**config.mk**
```make
export PLATFORM = sky130hd
export DESIGN_NAME = png_chunk_walker_unit_flat
export DESIGN_NICKNAME = d
export VERILOG_FILES = /design/src/rtl/core/pcw_pkg.sv /design/src/rtl/core/pcw_stream_if.sv /design/src/rtl/core/png_chunk_walker_unit.sv /design/src/flat_wrapper.sv
export SDC_FILE = /design/constraint.sdc
export NUM_CORES = 1
export LEC_CHECK = 0
export BUFFER_PORTS_ARGS = -buffer_cell sky130_fd_sc_hd__buf_2
export CORE_ASPECT_RATIO = 1.75
export CORE_MARGIN = 3
export CORE_UTILIZATION = 30
export DETAILED_ROUTE_END_ITERATION = 7
export GPL_TIMING_DRIVEN = 0
export PLACE_DENSITY = 0.45
export SLEW_MARGIN = 20
export SYNTH_ARGS = -nofsm -noshare
export SYNTH_HDL_FRONTEND = slang
export SYNTH_SLANG_ARGS = --single-unit
export TNS_END_PERCENT = 10
```
**constraint.sdc**
```tcl
create_clock -name clock -period 29 [get_ports clock]
set_clock_uncertainty 0.05 [all_clocks]
set_input_delay 1.45 -clock clock [delete_from_list [all_inputs] [get_ports clock]]
set_output_delay 1.45 -clock clock [all_outputs]
set_load 0.01 [all_outputs]
```
**src/rtl/core/pcw_pkg.sv**
```systemverilog
// Package with the shared types and constants of the PNG chunk walker.
package pcw_pkg;

   // Input transaction: one byte of the file and the start-of-file mark.
   typedef struct packed {
      logic [7:0] data_byte;
      logic       file_start;
   } req_payload_type;

   // Result transaction: a chunk header or the image header.
   typedef struct packed {
      logic [1:0]  result_kind;
      logic [31:0] type_code;
      logic [31:0] data_length;
      logic [31:0] total_length;
      logic        is_ancillary;
      logic        is_private;
      logic        reserved_set;
      logic        length_too_big;
      logic [15:0] chunk_index;
      logic [31:0] image_width;
      logic [31:0] image_height;
      logic [39:0] header_params;
   } rsp_payload_type;

   // Result kinds.
   localparam logic [1:0] KIND_CHUNK     = 2'd0;
   localparam logic [1:0] KIND_FINAL     = 2'd1;
   localparam logic [1:0] KIND_IMAGE_HDR = 2'd2;

   // File layout.
   localparam logic [31:0] SIG_BYTES      = 32'd8;
   localparam logic [31:0] CHUNK_OVERHEAD = 32'd12;
   localparam logic [31:0] CRC_BYTES      = 32'd4;
   localparam logic [4:0]  WIDTH_FIRST    = 5'd16;
   localparam logic [4:0]  WIDTH_LAST     = 5'd19;
   localparam logic [4:0]  HEIGHT_FIRST   = 5'd20;
   localparam logic [4:0]  HEIGHT_LAST    = 5'd23;
   localparam logic [4:0]  PARAMS_FIRST   = 5'd24;
   localparam logic [4:0]  HDR_LAST_BYTE  = 5'd28;
   localparam logic [4:0]  OFFSET_SAT     = 5'd29;
   localparam logic [2:0]  HDR_POS_LAST   = 3'd7;
   localparam logic [2:0]  HDR_POS_TYPE   = 3'd4;

   // Chunk type "IEND".
   localparam logic [31:0] TYPE_IEND = 32'h49454E44;

endpackage

```
**src/rtl/core/pcw_stream_if.sv**
```systemverilog
// Valid/ready stream interface that carries one payload per transaction.
interface pcw_stream_if #(
   parameter type payload_type = logic
);
   logic        valid;
   logic        ready;
   payload_type payload;

   modport source (output valid, output payload, input ready);
   modport sink   (input valid, input payload, output ready);
endinterface

```
**src/rtl/core/png_chunk_walker_unit.sv**
```systemverilog
// Top level of the PNG chunk walker: byte parser, chunk and image-header reports.
// A result is registered in the result register, or in the skid register while
// the sink stalls, before it appears on rsp_if. Throughput: one byte per cycle
// while the skid register is free; the two-entry output buffer (result register
// plus skid register) lets bytes flow while one result waits on a stalled sink.
// Reset (synchronous, active high) empties the output buffer and leaves the walk
// stopped, so bytes are ignored until one arrives with file_start set.
module png_chunk_walker_unit #(
   parameter int CHUNK_INDEX_BITS = 16
) (
   input logic               clock,
   input logic               reset,
   pcw_stream_if.sink        req_if,
   pcw_stream_if.source      rsp_if
);

   // ------------------------------------------------------------------
   // Walk state. Every register has its next value in the matching _in.
   // ------------------------------------------------------------------
   logic [4:0]                  file_offset_ff, file_offset_in;
   logic [2:0]                  header_pos_ff,  header_pos_in;
   logic [31:0]                 skip_count_ff,  skip_count_in;
   logic [31:0]                 length_acc_ff,  length_acc_in;
   logic [31:0]                 type_acc_ff,    type_acc_in;
   logic [CHUNK_INDEX_BITS-1:0] chunk_count_ff, chunk_count_in;
   logic [31:0]                 width_acc_ff,   width_acc_in;
   logic [31:0]                 height_acc_ff,  height_acc_in;
   logic [39:0]                 params_acc_ff,  params_acc_in;
   logic                        walk_done_ff,   walk_done_in;

   // Output buffer: result register and skid register.
   logic                        out_valid_ff,  out_valid_in;
   pcw_pkg::rsp_payload_type    out_data_ff,   out_data_in;
   logic                        skid_valid_ff, skid_valid_in;
   pcw_pkg::rsp_payload_type    skid_data_ff,  skid_data_in;

   // Working copies of the state after a file start has been applied.
   logic [4:0]                  cur_offset;
   logic [2:0]                  cur_pos;
   logic [31:0]                 cur_skip;
   logic [31:0]                 cur_length;
   logic [31:0]                 cur_type;
   logic [CHUNK_INDEX_BITS-1:0] cur_count;
   logic [31:0]                 cur_width;
   logic [31:0]                 cur_height;
   logic [39:0]                 cur_params;

   logic [7:0]                  byte_in;
   logic                        req_fire;
   logic                        out_take;
   logic                        step_active;
   logic                        chunk_ready;
   logic                        image_ready;
   logic                        has_result;
   logic [31:0]                 full_length;
   logic [31:0]                 full_type;
   logic                        too_big;
   logic                        is_end;
   logic [CHUNK_INDEX_BITS-1:0] count_next;
   logic [31:0]                 count_wide;
   pcw_pkg::rsp_payload_type    result;

   // A new byte is taken whenever the skid register is free, so a result that
   // waits in the result register never blocks the input side.
   assign req_if.ready = !skid_valid_ff;
   assign req_fire     = req_if.valid && req_if.ready;
   assign out_take     = out_valid_ff && rsp_if.ready;
   assign byte_in      = req_if.payload.data_byte;

   // A byte does work when it starts a file or the walk is still running.
   assign step_active = req_if.payload.file_start || !walk_done_ff;

   // ------------------------------------------------------------------
   // Next walk state for one byte.
   // ------------------------------------------------------------------
   always_comb begin
      // A file start clears the walk and arms the signature skip first.
      if (req_if.payload.file_start) begin
         cur_offset = '0;
         cur_pos    = '0;
         cur_skip   = pcw_pkg::SIG_BYTES;
         cur_length = '0;
         cur_type   = '0;
         cur_count  = '0;
         cur_width  = '0;
         cur_height = '0;
         cur_params = '0;
      end else begin
         cur_offset = file_offset_ff;
         cur_pos    = header_pos_ff;
         cur_skip   = skip_count_ff;
         cur_length = length_acc_ff;
         cur_type   = type_acc_ff;
         cur_count  = chunk_count_ff;
         cur_width  = width_acc_ff;
         cur_height = height_acc_ff;
         cur_params = params_acc_ff;
      end

      file_offset_in = file_offset_ff;
      header_pos_in  = header_pos_ff;
      skip_count_in  = skip_count_ff;
      length_acc_in  = length_acc_ff;
      type_acc_in    = type_acc_ff;
      chunk_count_in = chunk_count_ff;
      width_acc_in   = width_acc_ff;
      height_acc_in  = height_acc_ff;
      params_acc_in  = params_acc_ff;
      walk_done_in   = walk_done_ff;

      // The length field is complete once the type bytes start, so the last
      // header byte always lands in the type accumulator.
      full_length = cur_length;
      full_type   = {cur_type[23:0], byte_in};
      too_big     = full_length[31];
      is_end      = (full_type == pcw_pkg::TYPE_IEND);
      count_next  = (&cur_count) ? cur_count : cur_count + CHUNK_INDEX_BITS'(1);

      chunk_ready = step_active && (cur_skip == '0) && (cur_pos == pcw_pkg::HDR_POS_LAST);
      image_ready = step_active && (cur_offset == pcw_pkg::HDR_LAST_BYTE);

      if (req_fire && step_active) begin
         walk_done_in   = 1'b0;
         file_offset_in = (cur_offset < pcw_pkg::OFFSET_SAT) ? cur_offset + 5'd1 : cur_offset;

         // Image-header fields sit at fixed file offsets.
         width_acc_in  = cur_width;
         height_acc_in = cur_height;
         params_acc_in = cur_params;
         if (cur_offset >= pcw_pkg::WIDTH_FIRST && cur_offset <= pcw_pkg::WIDTH_LAST) begin
            width_acc_in = {cur_width[23:0], byte_in};
         end else if (cur_offset >= pcw_pkg::HEIGHT_FIRST &&
                      cur_offset <= pcw_pkg::HEIGHT_LAST) begin
            height_acc_in = {cur_height[23:0], byte_in};
         end else if (cur_offset >= pcw_pkg::PARAMS_FIRST &&
                      cur_offset <= pcw_pkg::HDR_LAST_BYTE) begin
            params_acc_in = {cur_params[31:0], byte_in};
         end

         chunk_count_in = cur_count;
         header_pos_in  = cur_pos;
         length_acc_in  = cur_length;
         type_acc_in    = cur_type;
         skip_count_in  = cur_skip;

         if (cur_skip != '0) begin
            // Signature, chunk data or CRC byte.
            skip_count_in = cur_skip - 32'd1;
         end else if (chunk_ready) begin
            // Last type byte: the chunk header is complete.
            chunk_count_in = count_next;
            header_pos_in  = '0;
            length_acc_in  = '0;
            type_acc_in    = '0;
            if (too_big || is_end) begin
               walk_done_in = 1'b1;
            end else begin
               skip_count_in = full_length + pcw_pkg::CRC_BYTES;
            end
         end else begin
            header_pos_in = cur_pos + 3'd1;
            if (cur_pos < pcw_pkg::HDR_POS_TYPE) begin
               length_acc_in = {cur_length[23:0], byte_in};
            end else begin
               type_acc_in = {cur_type[23:0], byte_in};
            end
         end
      end
   end

   // ------------------------------------------------------------------
   // Result formatting. A chunk report wins over the image header when
   // both complete on the same byte.
   // ------------------------------------------------------------------
   assign count_wide = 32'(count_next);

   always_comb begin
      result = '0;
      if (chunk_ready) begin
         result.result_kind    = (too_big || is_end) ? pcw_pkg::KIND_FINAL
                                                     : pcw_pkg::KIND_CHUNK;
         result.type_code      = full_type;
         result.data_length    = full_length;
         result.total_length   = too_big ? '0 : full_length + pcw_pkg::CHUNK_OVERHEAD;
         result.is_ancillary   = full_type[29];
         result.is_private     = full_type[21];
         result.reserved_set   = full_type[13];
         result.length_too_big = too_big;
         result.chunk_index    = count_wide[15:0];
      end else if (image_ready) begin
         result.result_kind   = pcw_pkg::KIND_IMAGE_HDR;
         result.image_width   = width_acc_in;
         result.image_height  = height_acc_in;
         result.header_params = params_acc_in;
      end
   end

   assign has_result = req_fire && (chunk_ready || image_ready);

   // ------------------------------------------------------------------
   // Output buffer. Results leave in the order they were made: the skid
   // register only fills while the result register is occupied and stalled.
   // ------------------------------------------------------------------
   always_comb begin
      out_valid_in  = out_valid_ff;
      out_data_in   = out_data_ff;
      skid_valid_in = skid_valid_ff;
      skid_data_in  = skid_data_ff;
      if (skid_valid_ff) begin
         // Input is stalled here, so only a drain can happen.
         if (out_take) begin
            out_valid_in  = 1'b1;
            out_data_in   = skid_data_ff;
            skid_valid_in = 1'b0;
         end
      end else if (!out_valid_ff || out_take) begin
         out_valid_in = has_result;
         if (has_result) begin
            out_data_in = result;
         end
      end else if (has_result) begin
         skid_valid_in = 1'b1;
         skid_data_in  = result;
      end
   end

   assign rsp_if.valid   = out_valid_ff;
   assign rsp_if.payload = out_data_ff;

   always_ff @(posedge clock) begin
      if (reset) begin
         file_offset_ff <= '0;
         header_pos_ff  <= '0;
         skip_count_ff  <= '0;
         length_acc_ff  <= '0;
         type_acc_ff    <= '0;
         chunk_count_ff <= '0;
         width_acc_ff   <= '0;
         height_acc_ff  <= '0;
         params_acc_ff  <= '0;
         walk_done_ff   <= 1'b1;
         out_valid_ff   <= 1'b0;
         skid_valid_ff  <= 1'b0;
      end else begin
         file_offset_ff <= file_offset_in;
         header_pos_ff  <= header_pos_in;
         skip_count_ff  <= skip_count_in;
         length_acc_ff  <= length_acc_in;
         type_acc_ff    <= type_acc_in;
         chunk_count_ff <= chunk_count_in;
         width_acc_ff   <= width_acc_in;
         height_acc_ff  <= height_acc_in;
         params_acc_ff  <= params_acc_in;
         walk_done_ff   <= walk_done_in;
         out_valid_ff   <= out_valid_in;
         skid_valid_ff  <= skid_valid_in;
      end
   end

   always_ff @(posedge clock) begin
      out_data_ff  <= out_data_in;
      skid_data_ff <= skid_data_in;
   end

`ifndef SYNTH
   // The skid register only holds a result behind an occupied result register.
   assert property (@(posedge clock) disable iff (reset)
      skid_valid_ff |-> out_valid_ff)
      else $error("skid register full while result register is empty");

   // A file start always leaves the walk running.
   assert property (@(posedge clock) disable iff (reset)
      (req_fire && req_if.payload.file_start) |=> !walk_done_ff)
      else $error("walk stopped right after a file start");

   // Header bytes are only gathered when nothing remains to be skipped.
   assert property (@(posedge clock) disable iff (reset)
      (header_pos_ff != 3'd0) |-> (skip_count_ff == 32'd0))
      else $error("header position advanced during a skip");

   // The file offset saturates.
   assert property (@(posedge clock) disable iff (reset)
      file_offset_ff <= pcw_pkg::OFFSET_SAT)
      else $error("file offset beyond saturation");
`endif

endmodule

```
**src/flat_wrapper.sv**
```systemverilog
// flat-port wrapper written by rule: the top's interface ports become plain ports
module png_chunk_walker_unit_flat 
#(
   parameter int CHUNK_INDEX_BITS = 16
)
  (clock, reset, req_if_valid, req_if_payload, req_if_ready, rsp_if_valid, rsp_if_payload, rsp_if_ready);
  pcw_stream_if #(.payload_type(pcw_pkg::req_payload_type)) req_if_i ();
  pcw_stream_if #(.payload_type(pcw_pkg::rsp_payload_type)) rsp_if_i ();
  input logic clock;
  input logic reset;
  input wire logic [$bits(req_if_i.valid)-1:0] req_if_valid;
  input wire logic [$bits(req_if_i.payload)-1:0] req_if_payload;
  output wire logic [$bits(req_if_i.ready)-1:0] req_if_ready;
  output wire logic [$bits(rsp_if_i.valid)-1:0] rsp_if_valid;
  output wire logic [$bits(rsp_if_i.payload)-1:0] rsp_if_payload;
  input wire logic [$bits(rsp_if_i.ready)-1:0] rsp_if_ready;
  assign req_if_i.valid = req_if_valid;
  assign req_if_i.payload = req_if_payload;
  assign req_if_ready = req_if_i.ready;
  assign rsp_if_valid = rsp_if_i.valid;
  assign rsp_if_payload = rsp_if_i.payload;
  assign rsp_if_i.ready = rsp_if_ready;
  png_chunk_walker_unit #(.CHUNK_INDEX_BITS(CHUNK_INDEX_BITS)) u_core (.clock(clock), .reset(reset), .req_if(req_if_i), .rsp_if(rsp_if_i));
endmodule
```
* After elaboration in Yosys (flattened, before gate mapping)
Index checks and enable logic that the tools add are counted.
Cells by class: add/subtract/negate cells 6, $lt $le $gt $ge 8, eq/ne operators 4, mux-type cells 54, bitwise gates (word level) 2, reduce and logical (&&, ||, !) cells 25
Operators by type and width (number):
- $mux W222 | 4
- $mux W32 | 20
- $mux W104 | 2
- $mux W40 | 5
- $mux W116 | 1
- $mux W16 | 4
- $add A32 B3 Y32 const B | 1
- $add A32 B4 Y32 const B | 1
- $eq A32 B31 Y1 const B | 1
- $logic_not A32 Y1 | 1
- $reduce_bool A32 Y1 | 1
- $sub A32 B1 Y32 const B | 1
- $add A16 B1 Y16 const B | 1
- $reduce_and A16 Y1 | 1
- $ge A5 B5 Y1 const B | 3
- $le A5 B5 Y1 const B | 3
- $mux W1 | 11
- $logic_and A1 B1 Y1 | 10
- $mux W5 | 2
- $mux W3 | 3
- $reduce_and A3 Y1 | 2
- $add A5 B1 Y5 const B | 1
- $eq A5 B5 Y1 const B | 1
- $lt A5 B5 Y1 const B | 1
- 10 further kinds | 18
Storage, ports and cells: flip-flop bits (word level) 671, output and inout bits 224

* Depth between registers and ports, before layout
Gate-level depths: netlist (run 1).
word-level depth 12, depth in mapped cells 15

* Worst setup path before layout (run 1)
Ideal clock, no wire load.
path kind input-to-reg, from input port req_if_payload[0], to register u_core.skid_data_ff[0] (netlist bit), enable pin, setup time 1.112 ns, arrival time 19.420 ns, data required time 27.838 ns, setup slack 8.417 ns, stages on the path 13, path buffers 6, path through buf_2 buf_2 buf_2 buf_2 buf_2 buf_1 nor2b_1 ha_1 ha_1 nand2_1 nor2_1 o21ai_0 nor3b_1
On the way: cells in the longest elaborated chain, start to end 7, elaborated cells on any way between the ends 13, classes of those cells eq/ne (2); mux (3); reduce/logical (8)
RTL lines:
- start: declaration | line flat_wrapper.sv:12 | input wire logic [$bits(req_if_i.payload)-1:0] req_if_payload;
- $mux W32 | line png_chunk_walker_unit.sv:78 | if (req_if.payload.file_start) begin
- $logic_not A32 Y1 | line png_chunk_walker_unit.sv:119 | chunk_ready = step_active && (cur_skip == '0) && (cur_pos == pcw_pkg::HDR_POS_LAST);
- $logic_and A1 B1 Y1 (2 in a row) | line png_chunk_walker_unit.sv:119
- $logic_or A1 B1 Y1 (*) | line png_chunk_walker_unit.sv:198 | assign has_result = req_fire && (chunk_ready || image_ready);
- $logic_and A1 B1 Y1 (*) | line png_chunk_walker_unit.sv:198
- $reduce_and A3 Y1 (no source line) (*)
- end signal: assignment | line png_chunk_walker_unit.sv:262 | skid_data_ff <= skid_data_in;
- end: declaration | line png_chunk_walker_unit.sv:35 | pcw_pkg::rsp_payload_type skid_data_ff, skid_data_in;
Every way passes the cells marked *; elsewhere a longest branch is shown, timed or not. A chain may end at the register's enable or synchronous reset.

* Worst setup path in the final report (run 1)
from input port req_if_payload[0], to register u_core.out_data_ff (netlist bit u_core.rsp_if.payload[147]), enable pin
On the way: cells in the longest elaborated chain, start to end 8, elaborated cells on any way between the ends 14, classes of those cells eq/ne (2); mux (3); reduce/logical (9)
RTL lines:
- $mux W32 | line png_chunk_walker_unit.sv:78
- $logic_not A32 Y1 | line png_chunk_walker_unit.sv:119
- $logic_and A1 B1 Y1 (2 in a row) | line png_chunk_walker_unit.sv:119
- $logic_or A1 B1 Y1 (*) | line png_chunk_walker_unit.sv:198
- $logic_and A1 B1 Y1 (*) | line png_chunk_walker_unit.sv:198
- $reduce_bool A2 Y1 (no source line) (*)
- $reduce_and A3 Y1 (no source line) (*)
- end signal: assignment | line png_chunk_walker_unit.sv:261 | out_data_ff <= out_data_in;
- end: declaration | line png_chunk_walker_unit.sv:33 | pcw_pkg::rsp_payload_type out_data_ff, out_data_in;
Marks and branches as above.

==> results of run 1 <==
[registers in the layout, summed over array words and instances (netlist names)]
name	cells
u_core.skip_count_ff	32
u_core.skid_data_ff	218
u_core.length_acc_ff	32
u_core.skid_valid_ff	1
u_core.header_pos_ff	3
u_core.params_acc_ff	40
u_core.height_acc_ff	32
u_core.file_offset_ff	5
u_core.walk_done_ff	1
u_core.width_acc_ff	32
u_core.rsp_if.valid	1
u_core.type_acc_ff	24
u_core.chunk_count_ff	16
u_core.rsp_if.payload	218
[worst reg2reg max path: stages (launching register included)]
cell,delay [ns]
dfxtp_1,0.33
nor3_1,0.70
nor3b_2,0.48
nand4_1,0.38
buf_2,0.35
nor2_1,0.44
o21ai_0,0.32
nor3b_2,0.59
buf_4,0.30
buf_6,0.17
buf_4,0.20
buf_4,0.22
buf_4,0.20
buf_4,0.20
[where the power goes]
group / switching (mW) / total [mW] / internal [mW]
registers: 0.00449 / 0.991 / 0.986
logic: 0.0601 / 0.0807 / 0.0206
clock network: 0.375 / 0.830 / 0.455
[per-layer routing]
metal  up-vias  share of wire, %
li1       9804                 -
met1     10446                39
met2       666                51
met3       195               4.7
met4         8               5.0
met5         -             0.034
[layout by cell type, fill, tap and decap left out, types with 62 or more instances in the layout]
master     instances
clkbuf_1         135
a22oi_1           78
clkbuf_16         72
nor2_1           301
nand2_1          231
o31ai_1          136
buf_2            289
a31oi_1           72
dfxtp_1          219
a22o_1            62
edfxtp_1         436
mux2_2            77
[cell families (layout without fill, tap and decap cells)]
logic type,count (synthesis),in the layout,share of synthesized area [%]
other cells,0,4,0
compound gates,526,526,13.4
fa+ha+maj,9,9,0.398
buf+inv,251,646,3.85
flops,655,655,61.8
xor+xnor,74,74,2.29
simple gates,866,866,14.9
mux,85,85,3.35
[stage by stage]
| stage | cells | util [%] | setup TNS (ns) |
|---|---|---|---|
| after floorplan | 2466 | - | 0 |
| after global placement | 3901 | 33.2 | -458.69 |
| after detailed placement | 3945 | 33.7 | 0 |
| after CTS | 4061 | 35.8 | 0 |
| after global routing | 4062 | 35.8 | 0 |
| final | 4065 | 35.8 | 0 |
[area by class of cell]
| type | count | share of cell area [%] |
|---|---|---|
| Antenna cell | 4 | 0.0299 |
| Tap cell | 1200 | 4.49 |
| Sequential cell | 655 | 52.2 |
| Buffer | 203 | 2.73 |
| Clock inverter | 30 | 0.490 |
| Clock buffer | 86 | 5.58 |
| Multi-Input combinational cell | 1560 | 29.1 |
| Timing Repair Buffer | 279 | 4.78 |
| Inverter | 48 | 0.539 |
[worst max-delay path by stage]
stage                           start                    endpoint  slack, ns
floorplan           req_if_payload[0]      u_core.skid_data_ff[0]       8.42
global placement    req_if_payload[0]     u_core.skid_data_ff[96]      -2.13
detailed placement  req_if_payload[0]  u_core.rsp_if.payload[141]      21.10
CTS                 req_if_payload[0]  u_core.rsp_if.payload[147]      21.75
global route        req_if_payload[0]  u_core.rsp_if.payload[147]      21.61
finish              req_if_payload[0]  u_core.rsp_if.payload[147]      21.69
==> results.md, run 1 <==
- CTS clk-pin slew, worst paths: 0.07 ns
- Drt drc: 0
- Starting density of the core: 30.3%
- Synth Register Bits: 655
- Hold Crit Endpoint: u_core.skip_count_ff[6]
- Max IR drop VDD: about 0.04 mV
- Largest net degree at the start of global routing: 17
- Critical path class: input port to flop
- Final Instance Area: 33500 sq um
- Top cell type's share of synthesized area: a little under half
- WP data arrival: 7.62 ns
- Total Wirelength: 98500 microns
- Wire length per cell: roughly 24 microns
- Crit share post-route: approximately a quarter
- Die H: 412 microns
- Reg-to-Reg End: u_core.skid_data_ff[105]
- Drt first-iter violations: 1545
- Clock Path Buffers: 3
- Outcome: finished clean
- Slack of the critical path: 21.69 ns
- Pwr dens: 56.8 nW/um^2
- Worst-Margin Slew: 1.03 ns
- CTS tree: yes
- Antenna violations before repair: 8
- Cell mode on critical path: buf_2
- Pre-CTS setup slack: 21.10 ns
- FP Rows: about 150
- Crit path depth: 21
- Min cycle time layout: 7.31 ns
- IO Port Bufs: roughly 240
- FF+latch area: 17500 sq um
- Syn_area_per_cell: roughly 11 sq um
- Area of the core: 93300 sq um
- Setup-failing EPs final: 0
- Worst r2r src: u_core.skip_count_ff[4]
- Fmax: 137 MHz
- Total power: 1.90 mW
- Met3 usage: 3.19%
- Crit-path max cell delay: 0.58 ns
- Post-synth cell types: 86
- R2r setup slk: between 20 and 25 ns
- Cells after Synth: 2466
- Main synth FF type: edfxtp_1
- Hold Buf Count CTS: 0
- Max Cap Viol: 0
- Hold path cells: 2
- Crit path cell chain: buf_2 -> buf_2 -> buf_2 -> buf_2 -> buf_2 -> buf_2 -> buf_1 -> nor2b_1 -> ha_1 -> ha_1 -> nand2_1 -> nor2_1 -> o21ai_0 -> a22oi_2 -> buf_6 -> buf_6 -> buf_6 -> buf_8 -> buf_8 -> buf_6 -> buf_6
- Area grow syn2layout: 18.2%
- Critical path's slowest cell: buf_1
- Slew margin rel.: 31.0%
- Via count: 21.1k
- GR Overflow Total: 0
- Post-DP HPWL: 73600 microns
- R2R depth: 13
- Syn nets: between 2k and 2.5k
- Postcts setup bufs: 0
- Post-layout net count: between 2k and 3k
- Hold_sp: u_core.skip_count_ff[6]
- Met1 global-route usage: 22.7%
- Top delay family on crit path: buffers and inverters
- Root Driver: clkbuf_16
- Share of cells above drive strength 1: roughly a fifth
- Ys Warns: 0
- Critical Path Fanout Max: 16
- Post_cts resized: 0
- I/O Pins: 237
- Multi-input combinational cell area: 9740 sq um
- Layer with the highest usage: met2
- WHS: 0.442 ns
- Fill cells: 9430
- RSZ-0062 raised after global routing: false
- Final Hold Vio Count: 0
- Die width: 238 microns
- H-tree depth: 3
- Hold Crit Class: flop to flop
- Most common cell in the netlist: edfxtp_1
- Gr usage total: 19.8%
- Top post-synthesis cells by area: edfxtp_1, dfxtp_1, nor2_1, o31ai_1, mux2_2
- WP buf/inv: 14
- Post-synth top cells: edfxtp_1, nor2_1, nand2_1
- Vias in the first global route: 21.7k
- Post-synth ARST share: 0%
- Post-DP Area: 31400 sq um
- Vias per cell: 5.20
- Die area: 98200 sq um
- Post-synthesis sequential area ratio: 61.8%
- Pins Over Slew Limit: 0
- Post-route ant nets: 0
- Num CTS Buffers: 66
- Worst Setup End Kind: flop
- Drt pass-1 iters: 8
- CP Data Required Time: 29.32 ns
- Clk sinks: between 600 and 700
- Mapped Area: 28300 sq um
- First-pass GRT wire length: approximately 140000 microns
- EDFF count, synth: 436
- Clk_lat worst skew: about 0.64 ns
- Yosys top cell by area: edfxtp_1
- Worst Setup Start Kind: input port
- Gpl congestion: 0.942
- P_leak: around 11 nW
- Grt met2 use: 35.5%
Power figures use the tool's default switching activity.
==> run 2, diff against run 1 <==
ABC_AREA = 1   (was not set)
PLACE_DENSITY = 0.46   (was 0.45)
clock period = 6 ns   (was 29 ns; I/O delays follow)
==> run 2 against run 1 <==
- clock power rose to 5.7 times the previous value
- global-route usage rose by 1.4 points
- final area rose by 11%
- worst hold slack got worse by 0.36 ns
- highest routed layer unchanged
==> results.md, run 2 <==
- Pins Over Slew Limit: 0
- Post-synth cell types: 46
- GR Overflow Total: 0
- Fmax: 198 MHz
- Wire length per cell: 21.4 microns
- Area of the core: 103000 sq um
- Final Instance Area: 37100 sq um
- CP Data Required Time: 6.32 ns
- Slew margin rel.: 23.3%
- Mapped Area: 31200 sq um
- Largest net degree at the start of global routing: 28
- Drt drc: 0
- First-pass GRT wire length: 171000 microns
- Critical Path Fanout Max: 10
- H-tree depth: 3
- Top post-synthesis cells by area: edfxtp_1, dfxtp_1, nand2_1, nor2_1, inv_1
- Post-synthesis sequential area ratio: 56.0%
- Main synth FF type: edfxtp_1
- P_leak: 12.9 nW
- Fin util: 36.1%
- Clock Path Buffers: 3
- Num CTS Buffers: 70
- Drt pass-1 iters: 7
- Top cell type's share of synthesized area: 41.9%
- Die width: between 200 and 250 microns
- WHS: around 0.083 ns
- Total Wirelength: 116000 microns
- CTS clk-pin slew, worst paths: roughly 0.070 ns
- Worst Setup Start Kind: input port
- Gr usage total: 21.2%
- Total power: 10.2 mW
- Syn_area_per_cell: 8.42 sq um
- Most common cell after layout, fill and taps aside: nand2_1
- WP data arrival: 5.36 ns
- Setup-failing EPs final: 0
- Post-DP Area: 34600 sq um
- EDFF count, synth: 436
- Share of cells above drive strength 1: 12.5%
- Post-route ant nets: 0
- Post-layout net count: 4059
- Max Cap Viol: 0
- Most frequent cells in the layout: nand2_1, nor2_1, edfxtp_1, inv_1, buf_2
- Min cycle time layout: 5.05 ns
- Root Driver: clkbuf_16
- Clk sinks: 655
- Hold Crit Class: input port to flop
- Drt first-iter violations: 1867
- Die area: 108000 sq um
- Starting density of the core: 30.4%
- Syn nets: ~3.7k
- Post-synth ARST share: 0%
- I/O Pins: 237
- Pwr dens: 276 nW/um^2
- Post-DP HPWL: 87000 microns
- Via count: 26.3k
- RSZ-0062 raised after global routing: false
- Cells after Synth: 3708
- Worst Setup End Kind: flop
- Post-synth top cells: nand2_1, nor2_1, edfxtp_1
- Antenna violations before repair: 6
- Vias in the first global route: between 20k and 30k
- Most common cell in the netlist: nand2_1
- Die H: 433 microns
- FP Rows: 155
- Area grow syn2layout: 18.8%
- Vias per cell: ~4.8
- Ys Warns: 0
- Synth Register Bits: 655
- Crit share post-route: between 80% and 90%
- Worst-Margin Slew: around 1.1 ns
- Gpl congestion: around 0.94
- Critical path class: input port to flop
- IO Port Bufs: between 200 and 250
- Max IR drop VDD: 0.211 mV
- CTS tree: yes
- Final Hold Vio Count: 0
- Yosys top cell by area: edfxtp_1
- Clk_lat worst skew: 0.69 ns
- Outcome: finished clean
==> run 2: per-stage QoR <==
stage,setup TNS [ns],worst slack [ns],cells
6_report,0,0.953,5431
5_1_grt,0,0.859,5429
4_1_cts,0,1.04,5429
3_5_place_dp,0,0.339,5298
3_3_place_gp,-1775.49,-4.13,5277
2_1_floorplan,0,0.117,3708
==> run 2: routing by layer <==
metal  track usage, %  up-vias  wire length, microns
li1                 -    12824                     -
met1             23.2    12464                 44800
met2             39.2      732                 59900
met3             3.47      228                  5400
met4             10.7        4                  6080
met5                0        -                    23
==> run 2: cell type report <==
type | instances | area [sq um]
diodes | 2 | 5.00
flip-flops and latches | 655 | 17500
clock inverters | 43 | 519
plain buffers | 218 | 946
multi-input cells | 2479 | 11500
clock buffers | 87 | 1940
repair buffers | 257 | 1710
well taps | 1334 | 1670
inverters | 356 | 1340
fillers | 10793 | 65500
==> run 2: worst max-delay path: stages <==
cell and delay (ns):
buf_2 0.18, buf_2 0.36, buf_2 0.55, clkbuf_2 0.56, buf_2 0.46, buf_2 0.41
nor2_1 0.12, ha_1 0.21, ha_1 0.21, inv_1 0.15, nor2_2 0.08, nor2_1 0.17
inv_2 0.14, nor2_4 0.23, inv_2 0.20, clkbuf_2 0.26, o21ai_0 0.71
==> run 2: kinds of logic after synthesis <==
logic type | synth area share, %
buf+inv | 7.29
simple gates | 24.2
compound gates | 9.89
xor+xnor | 2.27
flops | 56.0
fa+ha+maj | 0.361
==> run 2: repair_timing <==
item | CTS | global route
hold buffers | 1 | 0
resized for setup | 0 | 0
setup buffers | 0 | 0
endpoints found under the hold margin | 1 | 0
==> run 2: final timing paths <==
path | start | endpoint | slack (ns) | depth (start not counted)
worst max-delay path | req_if_payload[0] | u_core.rsp_if.payload[32] | 0.95 | 17
worst min-delay path | req_if_payload[1] | u_core.height_acc_ff[0] | 0.08 | 5
worst max register to register | u_core.skip_count_ff[0] | u_core.rsp_if.payload[164] | 1.79 | 16
worst min register to register | u_core.type_acc_ff[19] | u_core.type_acc_ff[19] | 0.41 | 2
==> run 2: power breakdown <==
part / total (mW) / leakage, nW / switching, mW / internal (mW)
combinational: 0.638 / 6.51 / 0.481 / 0.158
sequential: 4.85 / 5.17 / 0.0352 / 4.81
clock: 4.75 / 1.18 / 2.00 / 2.75
total: 10.2 / 12.9 / 2.51 / 7.73
